==> config.mk <==
export PLATFORM = sky130hd
export DESIGN_NAME = caai_div
export DESIGN_NICKNAME = d
export VERILOG_FILES = /design/src/design/caai_pkg.sv /design/src/design/caai_div.sv
export VERILOG_INCLUDE_DIRS = /design/src /design/src/design
export SDC_FILE = /design/constraint.sdc
export NUM_CORES = 1
export LEC_CHECK = 0
export BUFFER_PORTS_ARGS = -buffer_cell sky130_fd_sc_hd__buf_2
export CORE_MARGIN = 10
export CORE_UTILIZATION = 50
export DETAILED_ROUTE_END_ITERATION = 10
export MAX_ROUTING_LAYER = met4
export PLACE_DENSITY = 0.75
export SLEW_MARGIN = 30
export SYNTH_ARGS = -nofsm -noshare
export SYNTH_HDL_FRONTEND = slang
export SYNTH_SLANG_ARGS = --single-unit
==> constraint.sdc <==
create_clock -name clk -period 2.9 [get_ports clk]
set_clock_uncertainty 0.05 [all_clocks]
set_input_delay 0.29 -clock clk [delete_from_list [all_inputs] [get_ports clk]]
set_output_delay 0.29 -clock clk [all_outputs]
set_load 0.005 [all_outputs]
==> src/design/assert_macros.svh <==
// assertion macros shared by the design files
`ifndef ASSERT_MACROS_SVH
`define ASSERT_MACROS_SVH

// property must hold on every clock edge outside reset
`define ASSERT_PROP(label, clk, rst_n, prop, msg) \
	label: assert property (@(posedge clk) disable iff (!rst_n) prop) \
		else $error(msg);

// condition must never be seen outside reset
`define ASSERT_NEVER(label, clk, rst_n, cond, msg) \
	label: assert property (@(posedge clk) disable iff (!rst_n) !(cond)) \
		else $error(msg);

`endif

==> src/design/caai_pkg.sv <==
// shared widths, codes and types for the adc to angle interpolator
`timescale 1ns / 1ps
`default_nettype none

package caai_pkg;

	// field widths
	localparam int OP_W     = 2;
	localparam int JOINT_W  = 4;
	localparam int PIDX_W   = 5;
	localparam int CODE_W   = 16;
	localparam int ANGLE_W  = 16;
	localparam int SAMPLE_W = 12;
	localparam int FRAC_W   = 4;
	localparam int STATUS_W = 2;

	// interpolation arithmetic: angle times code difference, then sum of two
	localparam int DIFF_W    = CODE_W + 1;
	localparam int PROD_W    = ANGLE_W + DIFF_W;
	localparam int NUM_W     = PROD_W + 1;
	localparam int DIV_CNT_W = $clog2(NUM_W);

	// item operations
	localparam logic [OP_W-1:0] OP_LOAD_BREAK = 2'd0;
	localparam logic [OP_W-1:0] OP_LOAD_ANGLE = 2'd1;
	localparam logic [OP_W-1:0] OP_CONVERT    = 2'd2;

	// result status codes
	localparam logic [STATUS_W-1:0] STAT_INTERP = 2'd0;
	localparam logic [STATUS_W-1:0] STAT_EXACT  = 2'd1;
	localparam logic [STATUS_W-1:0] STAT_BELOW  = 2'd2;
	localparam logic [STATUS_W-1:0] STAT_ABOVE  = 2'd3;

	// divider status toward the sequencer
	typedef struct packed {
		logic busy;
		logic done;
	} div_stat_t;

endpackage

`default_nettype wire

==> src/design/caai_div.sv <==
// serial signed divider, one quotient bit per cycle, truncating toward zero
`timescale 1ns / 1ps
`default_nettype none
`include "assert_macros.svh"

module caai_div import caai_pkg::*; (
	input  wire logic                      clk,
	input  wire logic                      arst_n,
	input  wire logic                      start,
	input  wire logic signed [NUM_W-1:0]   num,
	input  wire logic        [CODE_W-1:0]  den,
	output      div_stat_t                 stat,
	output      logic signed [ANGLE_W-1:0] quot
);

	logic                 busy_q;
	logic                 done_q;
	logic [DIV_CNT_W-1:0] cnt_q;
	logic                 neg_q;
	logic [CODE_W-1:0]    den_q;
	logic [CODE_W-1:0]    rem_q;
	logic [NUM_W-1:0]     mag_q;

	logic [CODE_W:0]      shifted;
	logic [CODE_W+1:0]    trial;
	logic                 fits;

	// restoring step: shift in the next numerator bit, try to subtract
	always_comb begin
		shifted = {rem_q, mag_q[NUM_W-1]};
		trial   = {1'b0, shifted} - {2'b00, den_q};
		fits    = !trial[CODE_W+1];
	end

	// control
	always_ff @(posedge clk or negedge arst_n) begin
		if (!arst_n) begin
			busy_q <= 1'b0;
			done_q <= 1'b0;
			cnt_q  <= '0;
		end else begin
			done_q <= !start && busy_q && (cnt_q == '0);
			if (start) begin
				busy_q <= 1'b1;
				cnt_q  <= DIV_CNT_W'(NUM_W - 1);
			end else if (busy_q) begin
				cnt_q <= cnt_q - 1'b1;
				if (cnt_q == '0) begin
					busy_q <= 1'b0;
				end
			end
		end
	end

	// datapath: magnitude register turns into the quotient bit by bit
	always_ff @(posedge clk) begin
		if (start) begin
			neg_q <= num[NUM_W-1];
			den_q <= den;
			rem_q <= '0;
			mag_q <= num[NUM_W-1] ? NUM_W'(-num) : NUM_W'(num);
		end else if (busy_q) begin
			rem_q <= fits ? trial[CODE_W-1:0] : shifted[CODE_W-1:0];
			mag_q <= {mag_q[NUM_W-2:0], fits};
		end
	end

	assign stat.busy = busy_q;
	assign stat.done = done_q;
	assign quot = neg_q ? $signed(ANGLE_W'(-mag_q)) : $signed(ANGLE_W'(mag_q));

	`ASSERT_NEVER(a_start_busy, clk, arst_n, start && busy_q, "divider started while busy")
	`ASSERT_PROP(a_done_follows, clk, arst_n, busy_q && (cnt_q == '0) |=> done_q && !busy_q,
		"divider did not finish after last step")
	`ASSERT_PROP(a_done_from_busy, clk, arst_n, done_q |-> $past(busy_q),
		"divider done without a running division")

endmodule

`default_nettype wire

==> impl_metrics.ini <==
[pwr]
static-leakage-power_uw = 0.002336
power_per_cell_area_nw_per_um2 = 677.9
power.total_uw = 3832
ir_drop_mv = 0.3454

[sta]
max_clock_freq_mhz = 364.2
setup-tns-final_ns = 0
fin_hold_ws_ns = 0.05337
post-route-min-period_ns = 2.746
slew_at_the_pin_closest_to_its_max_slew_limit_ns = 0.5665
period_share = 0.9468
final_max_slew_viol_count = 0
setup_viol_count_final = 0
timing.max_slew.rel_slack = 0.6223
hold_viol_final = 0
rsz0062_at_grt = false

[setup_path]
crit_path_cell_trace = nor3_2, nand2_1, or3_4, or4_4, o41ai_4, xnor2_1, buf_2
crit_path_start = mag_q[1]$_DFFE_PP_
timing.critical_path.required_ns = 2.56
critical_path.endpoint_type = primary output
regToRegSetupSlack_ns = 0.31
max_stage_delay_ns = 0.46
timing.reg2reg.worst_path_depth = 9
path_class = register to primary output
maximum_fanout_count_along_the_critical_path = 3
crit_end = quot[13]
critical_path_arrival_ns = 2.41
timing.rr.end = rem_q[6]$_SDFFE_PP0P_
timing.critical_path.from_type = register
regToRegStartpoint = den_q[6]$_DFFE_PP_
critical-path-slowest-cell = or4_4

[finish]
antennaDiodeCount = 0
drive_gt1_frac = 0.2150
ff_latch_area_um2 = 2052
area.growth.synth_to_final_pct = 13.49
finalCoreUtilization = 0.5809
multi_input_area_um2 = 2696
filler_cell_count = 869
most_frequent_standard_cell_in_the_layout_excluding_fill_and_tap_cells = buf_2
finish.net_count = 655
instances_no_fill = 719
layout_common_cells = 69 x buf_2, 58 x nor2_1, 51 x edfxtp_1

[synthesis]
ys.warnings.count = 0
synthesis.instances = 517
post_synth_instance_area_um2 = 4980
yosysSeqAreaShare = 0.4121
async_reset_ff_frac = 0.1067
number_of_unique_standard_cell_types_used_by_synthesis = 66
syn_nets = 591
synth_top_flop_cell = edfxtp_1
synth_seq_cells = 75
number_of_enable_type_register_cells_in_the_synthesized_netlist = 51
postSynthAreaPerCell_um2 = 9.632

[clock_network]
cts.htree.levels = 3
clock_path_buffers = 2
cts.sinks = 75
cts_made_buffers = 9
insertion_delay_ns = 0.35
clock-root-buffer = clkbuf_8
clock_tree_from_tritoncts = done
clkSlewWorstSetupHoldPaths_ns = 0.08

[detailed_routing]
postRouteAntennaNets = 0
drt-wirelength-per-cell_um = 15.78
first_pass_iters = 5
detail_route.drc_violations = 0
routed_via_density = 5.655
route.vias.total = 4066
finalWirelength_mm = 11.34
detail_route.iter0.violations = 310

[global_routing]
gr-total-overflow = 0
antenna_found_initial = 0
first_global_vias = 3998
groute.usage.overall = 0.1604
maximum_number_of_pins_on_one_net_before_global_route_repair = 43
grt_first_pass_wirelength_mm = 18.81

[floorplan]
fp.dieArea_um2 = 14350
placementRows = 36
top_level_ports = 71
initial_core_util = 0.5118
design.core.area_um2 = 9729
die_w_um = 119.8
die-height_um = 119.8

[run_status]
run_status = finished, final reports clean

[placement]
detailed_place_hpwl_mm = 8.534
portBuffers = 70
placed_cells = 700
place_congestion = 0.9627

[run]
cap_viol_max_count = 0

[min_path]
hp-class = primary input to register
critical path, delay by kind of cell, from the launching register on:
family / cells / cell delay [ns]
xor gates and xnor gates: 1 / 0.14
AOI/OAI and AO/OA: 1 / 0.23
buffers and inverters: 1 / 0.13
and+or+nand+nor: 4 / 1.11
DFF: 1 / 0.44
final cells by class:
cell class | instances | area share
Clock inverter | 7 | 0.01173
Clock buffer | 9 | 0.02192
Inverter | 31 | 0.02059
Tap cell | 133 | 0.02944
Timing Repair Buffer | 80 | 0.07616
Sequential cell | 75 | 0.3631
Multi-Input combinational cell | 384 | 0.4771
state kept, by name, summed over array words and instances, names as in the netlist:
| signal | flops |
|---|---|
| rem_q | 16 |
| done_q | 1 |
| cnt_q | 6 |
| den_q | 16 |
| mag_q | 34 |
| neg_q | 1 |
| busy_q | 1 |
synthesized netlist by cell type, types with 3 or more instances:
master      n  area, um2
nor2_1     58      217.7
edfxtp_1   51       1531
a21oi_1    45      225.2
xor2_1     38      332.8
inv_1      31      116.4
nand2_1    31      116.4
o21ai_0    25      125.1
xnor2_1    23      201.4
ha_1       20      250.2
clkbuf_1   17      63.81
dfxtp_1    16      320.3
o31ai_1    16      120.1
nor3_1     11      55.05
a311oi_1    8      70.07
dfrtp_1     8      200.2
nand2b_1    8      50.05
nand3_1     8      40.04
a21o_1      7      52.55
a211oi_1    5      37.54
buf_1       4      15.01
buf_4       4      30.03
nor4_1      4      25.02
o2111ai_1   4      35.03
o211ai_1    4      30.03
or3_1       4      25.02
or4_1       4      30.03
a221oi_1    3      26.28
a32oi_1     3      26.28
nand4_1     3      18.77
o31ai_2     3      37.54
o32ai_1     3      26.28
o41ai_2     3      48.80
stage by stage:
| step | instance area [um2] | worst slack [ns] |
|---|---|---|
| detailed placement | 5420 | 0.3772 |
| CTS | 5620 | 0.08284 |
| global placement | 5420 | 0.4359 |
| global route | 5652 | 0.02119 |
| finish | 5652 | 0.1541 |
| floorplan | 4980 | 0.5718 |
metal layers:
layer  track usage  up-vias  wire [um]
met3       0.03844       18        626
met4       0.05204        0        179
li1              -     2013          -
met2        0.2558       95       5355
met5             -        -          0
met1        0.1965     1940       5181
how the worst min path moves through the flow:
stage | startpoint | endpoint | slack [ns] | cells past startpoint
2_1_floorplan | arst_n | busy_q$_DFF_PN0_ | -0.06 | 0
3_3_place_gp | arst_n | done_q$_DFF_PN0_ | 0.09 | 1
3_5_place_dp | arst_n | cnt_q[5]$_DFFE_PN0P_ | 0.09 | 1
4_1_cts | den[7] | den_q[7]$_DFFE_PP_ | 0.04 | 1
5_1_grt | den[11] | den_q[11]$_DFFE_PP_ | 0.04 | 1
6_report | den[10] | den_q[10]$_DFFE_PP_ | 0.05 | 1
timing repair:
item                                    in CTS  in global routing
resized for setup                            0                  2
endpoints found under the setup margin       0                  1
endpoints found under the hold margin        8                  0
hold buffers                                 1                  0
setup buffers                                0                  2
report_power, final:
group / internal (uW) / total, uW / switching [uW]
Clock: 395 / 803 / 408
Combinational: 646 / 1470 / 822
Sequential: 1370 / 1560 / 194
Total: 2410 / 3830 / 1420
kinds of logic after synthesis:
group	count (synthesis)	synth area share
and+or+nand+nor	155	0.1681
AOI/OAI and AO/OA	144	0.2023
DFF	75	0.4121
xor gates and xnor gates	61	0.1073
buffers and inverters	58	0.04975
adders and majority gates	21	0.05427
muxes	3	0.006281
Note: power is estimated with default switching activity, not from simulation.
